--- config.mk ---
export PLATFORM = sky130hd
export DESIGN_NAME = maze_navigation_backtrack_fsm_flat
export DESIGN_NICKNAME = d
export VERILOG_FILES = /design/src/sv/mnb_pkg.sv /design/src/sv/mnb_if.sv /design/src/sv/maze_navigation_backtrack_fsm.sv /design/src/sv/mnb_cell.sv /design/src/sv/mnb_stack.sv /design/src/sv/mnb_ctrl.sv /design/src/flat_wrapper.sv
export SDC_FILE = /design/constraint.sdc
export NUM_CORES = 1
export LEC_CHECK = 0
export BUFFER_PORTS_ARGS = -buffer_cell sky130_fd_sc_hd__buf_4
export CAP_MARGIN = 40
export CORE_ASPECT_RATIO = 1.1
export CORE_MARGIN = 8
export CORE_UTILIZATION = 32
export DETAILED_ROUTE_END_ITERATION = 12
export PLACE_DENSITY_LB_ADDON = 0.08
export SYNTH_ARGS = -nofsm -noshare
export SYNTH_HDL_FRONTEND = slang
export SYNTH_HIERARCHICAL = 1
export SYNTH_SLANG_ARGS = --single-unit
--- constraint.sdc ---
create_clock -name clock -period 8.9 [get_ports clock]
set_input_delay 1.335 -clock clock [delete_from_list [all_inputs] [get_ports clock]]
set_output_delay 1.335 -clock clock [all_outputs]
set_load 0.02 [all_outputs]
--- src/sv/mnb_pkg.sv ---
// Shared types, codes and constants of the maze navigation controller.
package mnb_pkg;

   localparam int LOG_DEPTH = 64;
   localparam int DEPTH_W   = $clog2(LOG_DEPTH + 1);

   localparam int CSR_IDX_W  = 3;
   localparam int CSR_DATA_W = 16;

   typedef logic [9:0]           dist_type;
   typedef logic [7:0]           tol_type;
   typedef logic [15:0]          ms_type;
   typedef logic [1:0]           motor_type;
   typedef logic [6:0]           count_type;
   typedef logic [DEPTH_W-1:0]   depth_type;
   typedef logic [CSR_IDX_W-1:0] csr_idx_type;

   localparam dist_type NO_ECHO = 10'd999;

   localparam motor_type MOTOR_STOP = 2'd0;
   localparam motor_type MOTOR_CW   = 2'd1;
   localparam motor_type MOTOR_CCW  = 2'd2;

   localparam csr_idx_type CSR_OBSTACLE = 3'd0;
   localparam csr_idx_type CSR_CENTER   = 3'd1;
   localparam csr_idx_type CSR_SETTLE   = 3'd2;
   localparam csr_idx_type CSR_QUARTER  = 3'd3;
   localparam csr_idx_type CSR_HALF     = 3'd4;

   localparam dist_type RST_OBSTACLE = 10'd20;
   localparam tol_type  RST_CENTER   = 8'd3;
   localparam ms_type   RST_SETTLE   = 16'd300;
   localparam ms_type   RST_QUARTER  = 16'd600;
   localparam ms_type   RST_HALF     = 16'd1200;

   typedef enum logic [3:0] {
      PH_DRIVE        = 4'd0,
      PH_SETTLE       = 4'd1,
      PH_TURN_R       = 4'd2,
      PH_TURN_L       = 4'd3,
      PH_DEAD_SETTLE  = 4'd4,
      PH_HALF         = 4'd5,
      PH_AFTER_SETTLE = 4'd6,
      PH_RET_DRIVE    = 4'd7,
      PH_RET_SETTLE   = 4'd8,
      PH_INV_TURN     = 4'd9,
      PH_HALT         = 4'd10
   } phase_type;

   typedef struct packed {
      dist_type obstacle_dist;
      tol_type  center_tol;
      ms_type   settle;
      ms_type   quarter_turn;
      ms_type   half_turn;
   } cfg_type;

   // Turn bits on the stack: 0 is a right turn, 1 a left turn.
   typedef struct packed {
      logic push;
      logic pop;
      logic turn_bit;
   } stack_cmd_type;

   typedef struct packed {
      logic      top_bit;
      depth_type depth;
      logic      full;
   } stack_stat_type;

   typedef struct packed {
      logic shift_down;
      logic shift_up;
   } cell_shift_type;

   typedef struct packed {
      motor_type right_wheel;
      motor_type left_wheel;
      logic [3:0] phase;
      logic       halted;
      count_type  turns_logged;
   } rsp_type;

endpackage

--- src/sv/mnb_if.sv ---
// Channel interfaces for distance ticks and motor results.
interface mnb_req_if;
   logic              valid;
   logic              ready;
   mnb_pkg::dist_type front_cm;
   mnb_pkg::dist_type right_cm;
   mnb_pkg::dist_type left_cm;

   modport source (output valid, output front_cm, output right_cm, output left_cm,
                   input ready);
   modport sink   (input valid, input front_cm, input right_cm, input left_cm,
                   output ready);
endinterface

interface mnb_rsp_if;
   logic               valid;
   logic               ready;
   mnb_pkg::motor_type right_wheel;
   mnb_pkg::motor_type left_wheel;
   logic [3:0]         phase;
   logic               halted;
   mnb_pkg::count_type turns_logged;

   modport source (output valid, output right_wheel, output left_wheel, output phase,
                   output halted, output turns_logged, input ready);
   modport sink   (input valid, input right_wheel, input left_wheel, input phase,
                   input halted, input turns_logged, output ready);
endinterface

--- src/sv/maze_navigation_backtrack_fsm.sv ---
// Top level: configuration registers, controller, turn stack and result buffer.
//
//   channel  dir  transfer condition        contents
//   req_     in   valid & ready             front_cm, right_cm, left_cm
//   rsp_     out  valid & ready             right_wheel, left_wheel, phase, halted,
//                                           turns_logged
//   csr_     in   csr_we                    csr_index, csr_wdata
//
// One tick can be taken in every cycle while req_chan.ready is high.
// The result of a tick is registered in the result buffer and is offered on rsp_ once it is the head entry.
// A two-entry result buffer keeps req_chan.ready high while one result waits;
// ready drops only when both entries are full.
// Synchronous active-high reset; the stack comes up empty with no clearing pass.
module maze_navigation_backtrack_fsm (
   input  logic                        clock,
   input  logic                        reset,
   mnb_req_if.sink                     req_chan,
   mnb_rsp_if.source                   rsp_chan,
   input  logic                        csr_we,
   input  mnb_pkg::csr_idx_type        csr_index,
   input  logic [mnb_pkg::CSR_DATA_W-1:0] csr_wdata
);
   import mnb_pkg::*;

   cfg_type        cfg_ff;
   stack_cmd_type  cmd;
   stack_stat_type stat;
   rsp_type        result;
   logic           step;

   rsp_type head_ff, skid_ff;
   logic    head_v_ff, head_v_in;
   logic    skid_v_ff, skid_v_in;
   rsp_type head_in;
   logic    pop;

   always_ff @(posedge clock) begin
      if (reset) begin
         cfg_ff.obstacle_dist <= RST_OBSTACLE;
         cfg_ff.center_tol    <= RST_CENTER;
         cfg_ff.settle        <= RST_SETTLE;
         cfg_ff.quarter_turn  <= RST_QUARTER;
         cfg_ff.half_turn     <= RST_HALF;
      end else if (csr_we) begin
         case (csr_index)
            CSR_OBSTACLE: cfg_ff.obstacle_dist <= csr_wdata[9:0];
            CSR_CENTER:   cfg_ff.center_tol    <= csr_wdata[7:0];
            CSR_SETTLE:   cfg_ff.settle        <= csr_wdata;
            CSR_QUARTER:  cfg_ff.quarter_turn  <= csr_wdata;
            CSR_HALF:     cfg_ff.half_turn     <= csr_wdata;
            default:      ;
         endcase
      end
   end

   assign req_chan.ready = !skid_v_ff;
   assign step           = req_chan.valid && !skid_v_ff;
   assign pop            = rsp_chan.ready && head_v_ff;

   mnb_ctrl u_ctrl (
      .clock    (clock),
      .reset    (reset),
      .step     (step),
      .front_cm (req_chan.front_cm),
      .right_cm (req_chan.right_cm),
      .left_cm  (req_chan.left_cm),
      .cfg      (cfg_ff),
      .stat     (stat),
      .cmd      (cmd),
      .result   (result)
   );

   mnb_stack u_stack (
      .clock (clock),
      .reset (reset),
      .cmd   (cmd),
      .stat  (stat)
   );

   // The skid entry fills only when the head is held and a new tick arrives.
   always_comb begin
      head_in   = head_ff;
      head_v_in = head_v_ff;
      skid_v_in = skid_v_ff;
      if (skid_v_ff) begin
         if (pop) begin
            head_in   = skid_ff;
            skid_v_in = 1'b0;
         end
      end else if (step) begin
         if (!head_v_ff || pop) begin
            head_in   = result;
            head_v_in = 1'b1;
         end else begin
            skid_v_in = 1'b1;
         end
      end else if (pop) begin
         head_v_in = 1'b0;
      end
   end

   always_ff @(posedge clock) begin
      head_ff <= head_in;
      if (step && !skid_v_ff && head_v_ff && !pop) begin
         skid_ff <= result;
      end
   end

   always_ff @(posedge clock) begin
      if (reset) begin
         head_v_ff <= 1'b0;
         skid_v_ff <= 1'b0;
      end else begin
         head_v_ff <= head_v_in;
         skid_v_ff <= skid_v_in;
      end
   end

   assign rsp_chan.valid        = head_v_ff;
   assign rsp_chan.right_wheel  = head_ff.right_wheel;
   assign rsp_chan.left_wheel   = head_ff.left_wheel;
   assign rsp_chan.phase        = head_ff.phase;
   assign rsp_chan.halted       = head_ff.halted;
   assign rsp_chan.turns_logged = head_ff.turns_logged;

   a_skid_has_head: assert property (@(posedge clock) disable iff (reset)
      skid_v_ff |-> head_v_ff)
      else $error("skid entry holds a result ahead of the head entry");

   a_drain_keeps_head: assert property (@(posedge clock) disable iff (reset)
      (pop && skid_v_ff) |=> (head_v_ff && !skid_v_ff))
      else $error("waiting result lost when the head was taken");

endmodule

--- src/sv/mnb_cell.sv ---
// One cell of the turn stack: holds a single turn bit.
module mnb_cell (
   input  logic                    clock,
   input  mnb_pkg::cell_shift_type shift,
   input  logic                    from_above,
   input  logic                    from_below,
   output logic                    bit_out
);
   import mnb_pkg::*;

   logic bit_ff;
   logic bit_in;

   always_comb begin
      bit_in = bit_ff;
      if (shift.shift_down) begin
         bit_in = from_above;
      end else if (shift.shift_up) begin
         bit_in = from_below;
      end
   end

   always_ff @(posedge clock) begin
      bit_ff <= bit_in;
   end

   assign bit_out = bit_ff;

endmodule

--- src/sv/mnb_stack.sv ---
// Turn stack built as a row of shifting cells; cell zero is the top.
module mnb_stack (
   input  logic                    clock,
   input  logic                    reset,
   input  mnb_pkg::stack_cmd_type  cmd,
   output mnb_pkg::stack_stat_type stat
);
   import mnb_pkg::*;

   logic [LOG_DEPTH-1:0] cell_bits;
   depth_type            depth_ff;
   depth_type            depth_in;
   logic                 full;
   cell_shift_type       shift;

   assign full             = (depth_ff == DEPTH_W'(LOG_DEPTH));
   assign shift.shift_down = cmd.push && !full;
   assign shift.shift_up   = cmd.pop;

   for (genvar i = 0; i < LOG_DEPTH; i++) begin : g_cell
      logic above;
      logic below;
      if (i == 0) begin : g_top
         assign above = cmd.turn_bit;
      end else begin : g_mid
         assign above = cell_bits[i-1];
      end
      if (i == LOG_DEPTH - 1) begin : g_bottom
         assign below = 1'b0;
      end else begin : g_inner
         assign below = cell_bits[i+1];
      end
      mnb_cell u_cell (
         .clock      (clock),
         .shift      (shift),
         .from_above (above),
         .from_below (below),
         .bit_out    (cell_bits[i])
      );
   end

   always_comb begin
      depth_in = depth_ff;
      if (shift.shift_down) begin
         depth_in = depth_ff + DEPTH_W'(1);
      end else if (shift.shift_up) begin
         depth_in = depth_ff - DEPTH_W'(1);
      end
   end

   always_ff @(posedge clock) begin
      if (reset) begin
         depth_ff <= '0;
      end else begin
         depth_ff <= depth_in;
      end
   end

   assign stat.top_bit = cell_bits[0];
   assign stat.depth   = depth_ff;
   assign stat.full    = full;

   a_depth_bound: assert property (@(posedge clock) disable iff (reset)
      depth_ff <= DEPTH_W'(LOG_DEPTH))
      else $error("turn stack depth beyond capacity");

   a_pop_nonempty: assert property (@(posedge clock) disable iff (reset)
      cmd.pop |-> (depth_ff != '0) && !cmd.push)
      else $error("pop from an empty stack or together with a push");

endmodule

--- src/sv/mnb_ctrl.sv ---
// Phase sequencer, tick timer, wall centering and motor decode.
module mnb_ctrl (
   input  logic                    clock,
   input  logic                    reset,
   input  logic                    step,
   input  mnb_pkg::dist_type       front_cm,
   input  mnb_pkg::dist_type       right_cm,
   input  mnb_pkg::dist_type       left_cm,
   input  mnb_pkg::cfg_type        cfg,
   input  mnb_pkg::stack_stat_type stat,
   output mnb_pkg::stack_cmd_type  cmd,
   output mnb_pkg::rsp_type        result
);
   import mnb_pkg::*;

   phase_type phase_ff, phase_in;
   ms_type    wait_ff, wait_in;
   logic      returning_ff, returning_in;
   logic      pending_ff, pending_in;

   logic          wall, r_open, l_open;
   logic          timed;
   ms_type        dur;
   ms_type        wait_inc;
   logic          hit;
   logic          stack_busy;
   stack_cmd_type cmd_raw;
   motor_type     rw, lw, cen_rw, cen_lw;
   depth_type     depth_next;

   assign wall   = (front_cm != NO_ECHO) && (front_cm < cfg.obstacle_dist);
   assign r_open = (right_cm != NO_ECHO) && (right_cm >= cfg.obstacle_dist);
   assign l_open = (left_cm != NO_ECHO) && (left_cm >= cfg.obstacle_dist);
   assign stack_busy = (stat.depth != '0);

   // Centering steers only when both side sensors see a wall.
   always_comb begin
      cen_rw = MOTOR_CW;
      cen_lw = MOTOR_CW;
      if (right_cm != NO_ECHO && left_cm != NO_ECHO) begin
         if (({1'b0, right_cm} + {3'b000, cfg.center_tol}) < {1'b0, left_cm}) begin
            cen_rw = MOTOR_STOP;
         end else if (({1'b0, left_cm} + {3'b000, cfg.center_tol}) < {1'b0, right_cm}) begin
            cen_lw = MOTOR_STOP;
         end
      end
   end

   always_comb begin
      timed = 1'b1;
      dur   = cfg.settle;
      case (phase_ff)
         PH_SETTLE, PH_DEAD_SETTLE, PH_AFTER_SETTLE, PH_RET_SETTLE: dur = cfg.settle;
         PH_TURN_R, PH_TURN_L, PH_INV_TURN:                         dur = cfg.quarter_turn;
         PH_HALF:                                                   dur = cfg.half_turn;
         default:                                                   timed = 1'b0;
      endcase
   end

   // The tick count saturates; the tick that reaches the duration ends the phase.
   assign wait_inc = (wait_ff == '1) ? wait_ff : wait_ff + 16'd1;
   assign hit      = (wait_inc >= dur);

   // Next state.
   always_comb begin
      phase_in     = phase_ff;
      wait_in      = wait_ff;
      returning_in = returning_ff;
      pending_in   = pending_ff;
      cmd_raw      = '0;
      if (timed) begin
         wait_in = hit ? '0 : wait_inc;
      end
      case (phase_ff)
         PH_SETTLE: begin
            if (hit) begin
               if (r_open) begin
                  cmd_raw.push = 1'b1;
                  phase_in     = PH_TURN_R;
               end else if (l_open) begin
                  cmd_raw.push     = 1'b1;
                  cmd_raw.turn_bit = 1'b1;
                  phase_in         = PH_TURN_L;
               end else begin
                  phase_in = PH_DEAD_SETTLE;
               end
            end
         end
         PH_TURN_R, PH_TURN_L: begin
            if (hit) phase_in = PH_DRIVE;
         end
         PH_DEAD_SETTLE: begin
            if (hit) phase_in = PH_HALF;
         end
         PH_HALF: begin
            if (hit) phase_in = PH_AFTER_SETTLE;
         end
         PH_AFTER_SETTLE: begin
            if (hit) begin
               if (stack_busy) begin
                  phase_in = PH_RET_DRIVE;
               end else begin
                  returning_in = 1'b1;
                  phase_in     = PH_DRIVE;
               end
            end
         end
         PH_RET_DRIVE: begin
            if (wall) begin
               phase_in = PH_RET_SETTLE;
               wait_in  = '0;
            end
         end
         PH_RET_SETTLE: begin
            if (hit) begin
               if (stack_busy) begin
                  cmd_raw.pop = 1'b1;
                  pending_in  = ~stat.top_bit;
                  phase_in    = PH_INV_TURN;
               end else begin
                  returning_in = 1'b1;
                  phase_in     = PH_DRIVE;
               end
            end
         end
         PH_INV_TURN: begin
            if (hit) begin
               if (stack_busy) begin
                  phase_in = PH_RET_DRIVE;
               end else begin
                  returning_in = 1'b1;
                  phase_in     = PH_DRIVE;
               end
            end
         end
         PH_HALT: begin
            phase_in = PH_HALT;
         end
         default: begin
            phase_in = PH_DRIVE;
            if (wall) begin
               if (returning_ff) begin
                  phase_in = PH_HALT;
               end else begin
                  phase_in = PH_SETTLE;
                  wait_in  = '0;
               end
            end
         end
      endcase
   end

   // Motor outputs.
   always_comb begin
      rw = MOTOR_STOP;
      lw = MOTOR_STOP;
      case (phase_ff)
         PH_SETTLE: begin
            if (hit && r_open) begin
               rw = MOTOR_CCW;
               lw = MOTOR_CW;
            end else if (hit && l_open) begin
               rw = MOTOR_CW;
               lw = MOTOR_CCW;
            end
         end
         PH_TURN_R: begin
            rw = MOTOR_CCW;
            lw = MOTOR_CW;
         end
         PH_TURN_L: begin
            rw = MOTOR_CW;
            lw = MOTOR_CCW;
         end
         PH_DEAD_SETTLE: begin
            if (hit) begin
               rw = MOTOR_CCW;
               lw = MOTOR_CW;
            end
         end
         PH_HALF: begin
            if (!hit) begin
               rw = MOTOR_CCW;
               lw = MOTOR_CW;
            end
         end
         PH_AFTER_SETTLE: begin
            if (hit && stack_busy) begin
               rw = MOTOR_CW;
               lw = MOTOR_CW;
            end
         end
         PH_RET_DRIVE: begin
            if (!wall) begin
               rw = cen_rw;
               lw = cen_lw;
            end
         end
         PH_RET_SETTLE: begin
            if (hit && stack_busy) begin
               rw = stat.top_bit ? MOTOR_CCW : MOTOR_CW;
               lw = stat.top_bit ? MOTOR_CW : MOTOR_CCW;
            end
         end
         PH_INV_TURN: begin
            rw = pending_ff ? MOTOR_CW : MOTOR_CCW;
            lw = pending_ff ? MOTOR_CCW : MOTOR_CW;
         end
         PH_HALT: begin
            rw = MOTOR_STOP;
            lw = MOTOR_STOP;
         end
         default: begin
            if (!wall) begin
               rw = cen_rw;
               lw = cen_lw;
            end
         end
      endcase
   end

   always_comb begin
      depth_next = stat.depth;
      if (cmd_raw.push && !stat.full) begin
         depth_next = stat.depth + DEPTH_W'(1);
      end else if (cmd_raw.pop) begin
         depth_next = stat.depth - DEPTH_W'(1);
      end
   end

   assign cmd.push     = cmd_raw.push && step;
   assign cmd.pop      = cmd_raw.pop && step;
   assign cmd.turn_bit = cmd_raw.turn_bit;

   assign result.right_wheel  = rw;
   assign result.left_wheel   = lw;
   assign result.phase        = phase_in;
   assign result.halted       = (phase_in == PH_HALT);
   assign result.turns_logged = 7'(depth_next);

   always_ff @(posedge clock) begin
      if (reset) begin
         phase_ff     <= PH_DRIVE;
         wait_ff      <= '0;
         returning_ff <= 1'b0;
         pending_ff   <= 1'b0;
      end else if (step) begin
         phase_ff     <= phase_in;
         wait_ff      <= wait_in;
         returning_ff <= returning_in;
         pending_ff   <= pending_in;
      end
   end

   a_halt_sticks: assert property (@(posedge clock) disable iff (reset)
      (phase_ff == PH_HALT) |=> (phase_ff == PH_HALT))
      else $error("left the parked phase");

   a_halt_needs_return: assert property (@(posedge clock) disable iff (reset)
      (phase_ff == PH_HALT) |-> returning_ff)
      else $error("parked without a finished return trip");

endmodule
--- src/flat_wrapper.sv ---
// flat-port wrapper written by rule: the top's interface ports become plain ports
module maze_navigation_backtrack_fsm_flat import mnb_pkg::*;
  (clock, reset, csr_we, csr_index, csr_wdata, req_chan_valid, req_chan_front_cm, req_chan_right_cm, req_chan_left_cm, req_chan_ready, rsp_chan_valid, rsp_chan_right_wheel, rsp_chan_left_wheel, rsp_chan_phase, rsp_chan_halted, rsp_chan_turns_logged, rsp_chan_ready);
  mnb_req_if req_chan_i ();
  mnb_rsp_if rsp_chan_i ();
  input  logic clock;
  input  logic reset;
  input  logic csr_we;
  input  mnb_pkg::csr_idx_type csr_index;
  input  logic [mnb_pkg::CSR_DATA_W-1:0] csr_wdata;
  input wire logic [$bits(req_chan_i.valid)-1:0] req_chan_valid;
  input wire logic [$bits(req_chan_i.front_cm)-1:0] req_chan_front_cm;
  input wire logic [$bits(req_chan_i.right_cm)-1:0] req_chan_right_cm;
  input wire logic [$bits(req_chan_i.left_cm)-1:0] req_chan_left_cm;
  output wire logic [$bits(req_chan_i.ready)-1:0] req_chan_ready;
  output wire logic [$bits(rsp_chan_i.valid)-1:0] rsp_chan_valid;
  output wire logic [$bits(rsp_chan_i.right_wheel)-1:0] rsp_chan_right_wheel;
  output wire logic [$bits(rsp_chan_i.left_wheel)-1:0] rsp_chan_left_wheel;
  output wire logic [$bits(rsp_chan_i.phase)-1:0] rsp_chan_phase;
  output wire logic [$bits(rsp_chan_i.halted)-1:0] rsp_chan_halted;
  output wire logic [$bits(rsp_chan_i.turns_logged)-1:0] rsp_chan_turns_logged;
  input wire logic [$bits(rsp_chan_i.ready)-1:0] rsp_chan_ready;
  assign req_chan_i.valid = req_chan_valid;
  assign req_chan_i.front_cm = req_chan_front_cm;
  assign req_chan_i.right_cm = req_chan_right_cm;
  assign req_chan_i.left_cm = req_chan_left_cm;
  assign req_chan_ready = req_chan_i.ready;
  assign rsp_chan_valid = rsp_chan_i.valid;
  assign rsp_chan_right_wheel = rsp_chan_i.right_wheel;
  assign rsp_chan_left_wheel = rsp_chan_i.left_wheel;
  assign rsp_chan_phase = rsp_chan_i.phase;
  assign rsp_chan_halted = rsp_chan_i.halted;
  assign rsp_chan_turns_logged = rsp_chan_i.turns_logged;
  assign rsp_chan_i.ready = rsp_chan_ready;
  maze_navigation_backtrack_fsm u_core (.clock(clock), .reset(reset), .req_chan(req_chan_i), .rsp_chan(rsp_chan_i), .csr_we(csr_we), .csr_index(csr_index), .csr_wdata(csr_wdata));
endmodule
# Yosys cells after proc, flatten, opt, wreduce, memory -nomap -nowiden
# Index checks and enable logic that the tools add are counted.
[op_classes]
n_addsub = 5
order_cmp = 6
n_eq_ne = 22
mux = 200
n_bitwise = 3
n_reduce_logical = 42
[op_table]
columns = ["op", "n"]
rows = [
  ["$mux W16", 10],
  ["$mux W1", 155],
  ["$pmux W16 S2", 2],
  ["$mux W4", 10],
  ["$pmux W2 S9", 2],
  ["$pmux W4 S8", 1],
  ["$ne A10 B10 Y1 const B", 3],
  ["$mux W7", 4],
  ["$mux W2", 13],
  ["$add A10 B8 Y11", 2],
  ["$lt A11 B10 Y1", 2],
  ["$ge A10 B10 Y1", 2],
  ["$add A16 B1 Y16 const B", 1],
  ["$eq A16 B16 Y1 const B", 1],
  ["$eq A4 B3 Y1 const B", 4],
  ["$eq A4 B4 Y1 const B", 4],
  ["$ge A16 B16 Y1", 1],
  ["$logic_and A1 B1 Y1", 16],
  ["$lt A10 B10 Y1", 1],
  ["$reduce_and A2 Y1", 5],
  ["$mux W3", 3],
  ["$reduce_or A9 Y1", 1],
  ["$eq A4 B2 Y1 const B", 2],
  ["$reduce_and A4 Y1", 2],
  ["18 further kinds", 31],
]
[totals]
ff_bits = 193
input_bits = 54
output_inout_bits = 18
word_cells = 364

# Longest topological paths before layout
# Gate-level depths: netlist (run 1).
[depth]
ltp_word = 11
depth_mapped = 22
depth_no_buf = 19

# Modules after synthesis
# Netlist (run 1), hierarchy kept.
[modules_own_cells]
columns = ["module", "instances", "cells_each", "area_each_um2", "seq_area_each_um2"]
rows = [
  ["mnb_ctrl", 1, 575, 4372.9, 440.4],
  ["maze_navigation_backtrack_fsm", 1, 346, 3609.7, 2322.2],
  ["mnb_cell", 64, 3, 51.3, 30.0],
  ["mnb_stack", 1, 69, 633.1, 140.1],
]

# Worst setup path before layout (run 1)
# OpenSTA, ideal clock, no wires.
[synth_path]
kind = "flip-flop to flip-flop"
from = "register u_core.u_ctrl.phase_ff[3]"
to = "register u_core.u_stack.g_cell[0].u_cell.bit_ff (data pin)"
setup_time_ns = 0.268
arrival_time_ns = 6.338
required_time_ns = 8.632
slack_ns = 2.294
stages_incl_launch_ff = 17
n_path_buf = 2
synth_period_minus_slack_ns = 6.606
path_cell_list = "dfxtp_1 > clkbuf_1 > nand2b_1 > nor3_1 > clkbuf_1 > a22o_1 > a21oi_1 > ha_1 > nand2_1 > nor3_1 > a21oi_1 > o21ai_1 > nand2_1 > nor3_1 > o41ai_4 > inv_1 > mux2_4"
[synth_lines]
columns = ["item", "line_no", "text"]
rows = [
  ["from (decl)", "mnb_ctrl.sv:16", "phase_type phase_ff, phase_in;"],
  ["from (signal assigned)", "mnb_ctrl.sv:248", "phase_ff <= phase_in;"],
  ["to (signal assigned)", "mnb_cell.sv:24", "bit_ff <= bit_in;"],
  ["to (decl)", "mnb_cell.sv:11", "logic bit_ff;"],
]

==> reports/metrics.csv, run 1 <==
stage,metric,value,unit
clock_tree,cts.sinks,193,
yosys,synth_edf_count,96,
yosys,yosysTopAreaCell,edfxtp_1,
clock_tree,ctsHtreeMaxLevel,4,
yosys,synthXorXnorAreaFrac,2.72,%
power_and_ir_drop,switching_share,26.9,%
flow_run,number_of_maximum_capacitance_constraint_violations,0,
power_and_ir_drop,totalPowerFinal,0.00197,W
route,drtPass1Iterations,5,
sta,timing.final.crit_period,5900,ps
yosys,synth-seq-cells,193,
critical_path,setup.worst_path.end_class,flop,
die,initial_utilization,32.2,%
final_layout,sequential_cell_area,4820,um2
critical_path,critical_path.most_common_cell,and3_1,
final_layout,fillers,3749,
clock_tree,cts_tree,yes,
place,io_buffers,71,
critical_path,worst_ep_arrival_time,6090,ps
critical_path,timing.critical_path.required,9090,ps
sta,final_min_period_over_clock_period,66.3,%
power_and_ir_drop,power.density,145,nW/um2
critical_path,critical_path.max_fanout,49,
yosys,muxShareOfSynthArea,10.5,%
min_path,worst_hold_path_type,reg -> reg,
clock_tree,post_cts_buffers,0,
sta,maxSlewViolCount,0,
sta,setup_violations,0,
critical_path,critPathSlowestCell,nor3_1,
yosys,synth_area_leaders,"edfxtp_1, dfxtp_1, ha_1, mux2_4, a21oi_1",
yosys,count_of_yosys_warnings_during_synthesis,6,
sta,maxSlewHeadroom,43.9,%
yosys,synthesis.area,11900,um2
die,number_of_placement_rows,74,
sta,max_clock_freq,169,MHz
yosys,synth_compound_gate_area_share,15.5,%
power_and_ir_drop,power_frac_seq,48.9,%
route,total_number_of_vias,8730,
yosys,synthesis.instances,1182,
critical_path,startpoint_type,flop,
power_and_ir_drop,internal_power,0.00144,W
grt,grt_pass1_vias,8768,
power_and_ir_drop,p_switching,0.000529,W
yosys,synth_top_cell_area_share,24.2,%
route,vias_per_cell,4.99,
yosys,yosys.area_share.simple,17.6,%
clock_tree,cts.path.max_buffers,2,
clock_tree,insertion_delay_to_the_later_sink_of_the_worst_skew_pair,450,ps
place,gp_congestion,0.775,
yosys,synth_adder_area_share,9.76,%
critical_path,timing.setup.critical_path_class,reg -> reg,
grt,grt_usage,13.6,%
grt,grt_max_degree,72,
final_layout,num_antenna_cells,0,
power_and_ir_drop,power.combinational.fraction,12.5,%
final_layout,drive_gt1_share,18.7,%
die,pin_count,72,
critical_path,timing.critical_path.max_delay_family,simple AND/OR/NAND/NOR gates,
sta,fin_setup_tns,0,ps
yosys,main_combinational_cell_family_by_area_after_synthesis,simple AND/OR/NAND/NOR gates,
grt,globalRouteOverflowTotal,0,
run_status,status,"finished, final reports clean",
yosys,synth.net_count,1327,
power_and_ir_drop,power.static_leakage,5.42,nW
yosys,syn_avg_cell_area,10.1,um2
critical_path,cpPeakStageDelay,560,ps
die,die_w,200,um
final_layout,multiInputGateArea,6690,um2
power_and_ir_drop,ir_drop,0.146,mV
clock_tree,cts_hold_buf,0,
yosys,seq_area_frac_synth,40.5,%
clock_tree,cts_inserted_buffers,17,
yosys,synth_top_flop_cell,dfxtp_1,
route,remaining_drc_errors,0,
sta,clock-skew-final,17.5,ps
critical_path,path_buf_inv,3,
final_layout,synthToLayoutAreaGrowth,14.0,%
die,die_height,218,um
clock_tree,clock_tree.root_cell,clkbuf_16,
route,drtIter0Drc,629,
route,route.antenna.remaining_nets,0,
sta,worst-slew-pin-transition,842,ps
yosys,synthDistinctLibCells,93,
place,dp.final_hpwl,20800,um
sta,timing_hold_violations_final,0,
clock_tree,post_cts.resized_instances,0,
grt,global_route_wire_length_before_repair,47600,um
power_and_ir_drop,power_frac_clock,38.6,%
grt,antenna_found_initial,0,
sta,grt_setup_unrepaired,no,
route,detail_routed_net_length_per_standard_cell,16.4,um
final_layout,final_nets,1387,
yosys,synth-async-reset-ratio,0,%
clock_tree,clk_pin_slew_worst_paths,80,ps
die,dieArea,43600,um2
critical_path,crit_chain,and4_1 -> and3_1 -> nand4_1 -> and3_1 -> and3_1 -> xor2_1 -> ha_1 -> and2_0 -> a221o_1 -> a21oi_1 -> o21ai_2 -> buf_4 -> nand2_1 -> nor3_1 -> o41ai_4 -> inv_4 -> buf_4 -> mux2_4,
route,drt-total-wl,28700,um
die,core_area,36900,um2
critical_path,reg2reg_setup_slack,3000,ps
-- synth_stat cells (all sizes together) (10+ instances only) --
cell	instances
a21o	18
or2	67
xnor2	31
nor3	38
edfxtp	96
nand4	14
o21a	10
a211oi	11
ha	88
and3	12
nor2	62
mux2	82
dfxtp	97
o21ai	31
nor2b	13
clkbuf	25
inv	46
a22o	22
buf	20
nand3	12
nand2b	10
a21oi	119
nand2	138
-- logic make-up (layout without fill, tap and decap cells) --
kind of cell,after synthesis,in the layout
AO/OA/AOI/OAI,272,272
XOR/XNOR,37,37
adder cells (fa/ha/maj),91,91
buffers and inverters,92,164
flip-flops,193,193
multiplexers,90,90
other,1,1
AND/OR/NAND/NOR,406,406
-- sequential cells by signal, indices dropped and copies added (netlist names) --
register,cells
u_core/u_stack/g_cell.u_cell/bit_out,64
u_core/rsp_chan.phase,4
u_core/u_ctrl/returning_ff,1
u_core/rsp_chan.valid,1
u_core/cfg_ff,66
u_core/u_ctrl/wait_ff,16
u_core/u_ctrl/pending_ff,1
u_core/skid_ff,16
u_core/u_ctrl/phase_ff,4
u_core/u_stack/depth_ff,7
u_core/rsp_chan.turns_logged,7
u_core/rsp_chan.left_wheel,2
u_core/skid_v_ff,1
u_core/rsp_chan.halted,1
u_core/rsp_chan.right_wheel,2
-- per-stage QoR --
stage | area [um2] | std cells | setup WS [ps] | hold slack [ps] | utilization [%]
after floorplan | 11900 | 1182 | 2290 | 436 | -
after global placement | 12900 | 1709 | 2550 | 445 | 34.9
after detailed placement | 13000 | 1717 | 3020 | 448 | 35.2
after CTS | 13600 | 1748 | 3000 | 460 | 36.7
after global routing | 13600 | 1748 | 2500 | 472 | 36.7
final | 13600 | 1748 | 3000 | 458 | 36.7
-- worst register-to-register path, stage by stage (launching register included) --
cell	delay, ps
dfxtp_1	450
and4_1	280
and3_1	240
nand4_1	380
and3_1	430
and3_1	220
xor2_1	160
ha_1	300
and2_0	160
a221o_1	140
a21oi_1	70
o21ai_2	60
buf_4	300
nand2_1	180
nor3_1	560
o41ai_4	330
inv_4	510
buf_4	530
mux2_4	340
-- power by group through the flow --
stage	combinational (W)	sequential, W	clock, W
finish	0.000246	0.000961	0.000760
global route	0.000277	0.000964	0.000826
CTS	0.000251	0.000961	0.000793
detailed placement	0.000249	0.000982	0
global placement	0.000243	0.000983	0
floorplan	0.000151	0.000984	0
-- final cells by class --
cell class / instances / share of cell area, %
multi-input cells: 897 / 49.3
flip-flops and latches: 193 / 35.6
repair buffers: 86 / 5.06
well taps: 494 / 4.56
clock buffers: 19 / 3.38
inverters: 47 / 1.32
clock inverters: 12 / 0.812
-- placed cells by master, fill, tap and decap left out, drive strengths merged, types with 7 or more instances in the layout --
master and count:
xnor2 31, a21o 18, o21ai 31, mux2i 8, dfxtp 97, nand4 14
nand2 138, a211oi 11, nor2 62, nor2b 13, edfxtp 96, a21oi 119
clkbuf 19, nand2b 10, ha 88, mux2 82, nor3 38, buf 86
nand3 12, or2 67, a22o 22, inv 55, and3 12, o211ai 7
o21a 10
-- worst paths after layout --
check,depth (start not counted),startpoint,endpoint
worst min register to register,2,u_core/cfg_ff[6],u_core/cfg_ff[6]
worst min-delay path,2,u_core/cfg_ff[6],u_core/cfg_ff[6]
worst max register to register,18,u_core/u_ctrl/wait_ff[2],u_core/u_stack/g_cell[9].u_cell/bit_out
worst max-delay path,18,u_core/u_ctrl/wait_ff[2],u_core/u_stack/g_cell[9].u_cell/bit_out
-- per-layer routing --
| layer | up-vias | part of all wire (%) | track usage (%) |
|---|---|---|---|
| li1 | 4442 | - | - |
| met3 | 26 | 2.1 | 2.52 |
| met1 | 4168 | 50 | 17.9 |
| met5 | - | 0 | 0 |
| met2 | 94 | 47 | 22.3 |
| met4 | 0 | 1.5 | 3.75 |
Power figures use the tool's default switching activity.
==> run 2: changes to the inputs <==
- ABC_AREA: unset -> 1
- clock period: 8.9 -> 5.3 ns (I/O delays scaled with it)
==> reports/metrics.csv, run 2 <==
stage,metric,value,unit,change
yosys,syn_avg_cell_area,7.25,um2,-28%
sta,setup_violations,0,,unchanged
sta,final_min_period_over_clock_period,85.2,%,+19 points
clock_tree,post_cts_buffers,0,,unchanged
critical_path,reg2reg_setup_slack,790,ps,-2210 ps
grt,antenna_found_initial,0,,unchanged
yosys,synthDistinctLibCells,49,,-47%
route,total_number_of_vias,10925,,+25%
yosys,yosys.cell_count.top_type,nand2_1,,
clock_tree,cts_inserted_buffers,17,,unchanged
place,dp.final_hpwl,25200,um,+21%
critical_path,reg2reg_from,u_core/u_ctrl/wait_ff[1],,
place,placed_cell_area,13900,um2,+7.1%
sta,fin_setup_tns,0,ps,unchanged
route,drt-total-wl,33500,um,+16%
place,io_buffers,71,,unchanged
critical_path,worst_ep_arrival_time,4880,ps,-1210 ps
route,route.antenna.remaining_nets,0,,unchanged
min_path,worst_hold_path_type,reg -> reg,,
place,placed_cells_incl_taps,2327,,+36%
sta,clock-skew-final,19.4,ps,+1.94 ps
final_layout,layout.cell_area.non_filler,14500,um2,+7.2%
die,dieArea,46800,um2,+7.3%
sta,maxSlewViolCount,0,,unchanged
route,drtPass1Iterations,5,,unchanged
critical_path,cpPeakStageDelay,400,ps,-160 ps
grt,grt_pass1_vias,10373,,+18%
route,remaining_drc_errors,0,,unchanged
clock_tree,post_cts.resized_instances,0,,unchanged
critical_path,setup.worst_path.end_class,flop,,
final_layout,largest_register,u_core/cfg_ff,,
sta,maxSlewHeadroom,49.3,%,+5.4 points
min_path,worstHoldStart,u_core/cfg_ff[46],,
yosys,synth.net_count,1918,,+45%
die,number_of_placement_rows,77,,+4.1%
die,core_area,39900,um2,+8.0%
power_and_ir_drop,power_frac_clock,33.4,%,-5.2 points
power_and_ir_drop,internal_power,0.00275,W,+91%
clock_tree,insertion_delay_to_the_later_sink_of_the_worst_skew_pair,460,ps,about the same
yosys,synth-async-reset-ratio,0,%,unchanged
critical_path,startpoint_type,flop,,
final_layout,sequential_cell_area,4820,um2,unchanged
yosys,synth_edf_count,96,,unchanged
yosys,synth.cells.most_frequent,"nand2_1, inv_1, nor2_1, nand3_1, dfxtp_1",,
final_layout,drive_gt1_share,8.83,%,-9.8 points
final_layout,most_frequent_standard_cell_in_the_layout_excluding_fill_and_tap_cells,nand2_1,,
route,drtIter0Drc,660,,+4.9%
power_and_ir_drop,power_frac_seq,42.5,%,-6.4 points
grt,global_route_wire_length_before_repair,55100,um,+16%
power_and_ir_drop,p_switching,0.00133,W,+150%
sta,timing_hold_violations_final,0,,unchanged
route,vias_per_cell,4.63,,-7.3%
yosys,synth_area_leaders,"edfxtp_1, nand2_1, dfxtp_1, ha_1, inv_1",,
sta,max_clock_freq,222,MHz,+31%
final_layout,multiInputGateArea,6770,um2,+1.2%
grt,grt_max_degree,67,,-6.9%
route,detail_routed_net_length_per_standard_cell,14.2,um,-14%
clock_tree,cts.sinks,193,,unchanged
sta,grt_setup_unrepaired,no,,
die,die_height,226,um,+3.6%
final_layout,instances_no_fill,2359,,+35%
clock_tree,cts.path.max_buffers,2,,unchanged
yosys,synth_top_flop_cell,dfxtp_1,,
yosys,synthesis.instances,1773,,+50%
yosys,synth-seq-cells,193,,unchanged
flow_run,number_of_maximum_capacitance_constraint_violations,0,,unchanged
power_and_ir_drop,power.density,281,nW/um2,+94%
critical_path,timing.critical_path.from,u_core/u_ctrl/wait_ff[1],,
place,gp_congestion,0.836,,+7.8%
grt,globalRouteOverflowTotal,0,,unchanged
clock_tree,ctsHtreeMaxLevel,4,,unchanged
yosys,synthesis.area,12800,um2,+8.0%
clock_tree,cts_hold_buf,0,,unchanged
power_and_ir_drop,switching_share,32.6,%,+5.7 points
sta,final.hold.worst_slack,481,ps,+23.0 ps
final_layout,num_antenna_cells,0,,unchanged
yosys,synth_top_cell_area_share,22.4,%,-1.8 points
critical_path,critPathSlowestCell,dfxtp_1,,
power_and_ir_drop,power.static_leakage,6.81,nW,+26%
power_and_ir_drop,ir_drop,0.250,mV,+71%
sta,timing.final.crit_period,4510,ps,-1390 ps
final_layout,max_ffs_per_register,66,,unchanged
critical_path,timing.critical_path.required,5660,ps,-3430 ps
final_layout,final_nets,1978,,+43%
critical_path,critical_path.max_fanout,16,,-67%
die,initial_utilization,32.2,%,about the same
yosys,yosysTopAreaCell,edfxtp_1,,
yosys,count_of_yosys_warnings_during_synthesis,6,,unchanged
final_layout,fillers,4352,,+16%
power_and_ir_drop,power.combinational.fraction,24.1,%,+12 points
clock_tree,clock_tree.root_cell,clkbuf_16,,
critical_path,critical_path.most_common_cell,nand2_1,,
final_layout,synthToLayoutAreaGrowth,13.1,%,
clock_tree,cts_tree,yes,,
run_status,status,"finished, final reports clean",,
sta,worst-slew-pin-transition,761,ps,-81.0 ps
die,pin_count,72,,unchanged
critical_path,timing.setup.critical_path_class,reg -> reg,,
final_layout,final_cell_mix,"nand2_1, inv_1, nor2_1",,
die,die_w,207,um,+3.6%
power_and_ir_drop,totalPowerFinal,0.00408,W,+110%
grt,grt_usage,14.5,%,+0.94 points
clock_tree,clk_pin_slew_worst_paths,80,ps,about the same
yosys,seq_area_frac_synth,37.6,%,-3.0 points
run 2: kinds of logic (layout without fill, tap and decap cells):
| kind of cell | count (synthesis) | in the layout | share of synthesized area [%] |
|---|---|---|---|
| compound gates | 167 | 167 | 7.63 |
| xor+xnor | 40 | 40 | 2.73 |
| fa+ha+maj | 91 | 91 | 9.04 |
| other cells | 1 | 1 | 0.0292 |
| flops | 193 | 193 | 37.6 |
| simple gates | 981 | 981 | 33.2 |
| buf+inv | 300 | 373 | 9.82 |
run 2: path summary, 6_finish.rpt:
path | to | cells after the start
min | u_core/cfg_ff[46] | 2
max | u_core/u_stack/depth_ff[6] | 28
min reg2reg | u_core/cfg_ff[46] | 2
max reg2reg | u_core/u_stack/depth_ff[6] | 28
run 2: layout make-up:
| cell class | instances | share of cell area (%) |
|---|---|---|
| multi-input cells | 1280 | 46.6 |
| flip-flops and latches | 193 | 33.2 |
| clock inverters | 14 | 1.19 |
| inverters | 257 | 6.66 |
| well taps | 513 | 4.42 |
| repair buffers | 84 | 4.96 |
| clock buffers | 18 | 3.02 |
run 2: worst max-delay path, delay by kind of cell, from the launching register on:
kind            cells  cell delay [ps]
simple gates       21             2300
fa+ha+maj           3              930
flops               1              400
buf+inv             3              400
compound gates      1              380
run 2: metal layers:
layer  part of all wire, %  GRT usage, %  wire [um]  vias to the layer above
met5                     0             0          0                        -
met1                    50          19.7      16800                     4967
li1                      -             -          -                     5775
met4                   1.2          3.67        389                        0
met3                   3.2          2.51       1050                       22
met2                    45          23.7      15200                      161
run 2: power by group through the flow:
| stage | registers, W | clock network [W] | logic [W] |
|---|---|---|---|
| 6_report | 0.00174 | 0.00137 | 0.000983 |
| 2_1_floorplan | 0.00177 | 0 | 0.000720 |
| 3_3_place_gp | 0.00177 | 0 | 0.000973 |
| 3_5_place_dp | 0.00177 | 0 | 0.000993 |
| 5_1_grt | 0.00175 | 0.00148 | 0.00113 |
| 4_1_cts | 0.00174 | 0.00142 | 0.000997 |
run 2: stage by stage:
stage / worst slack (ps) / util, %
final: 785 / 36.4
after global placement: 783 / 34.7
after detailed placement: 777 / 34.9
after floorplan: 371 / -
after CTS: 752 / 36.4
after global routing: 357 / 36.4
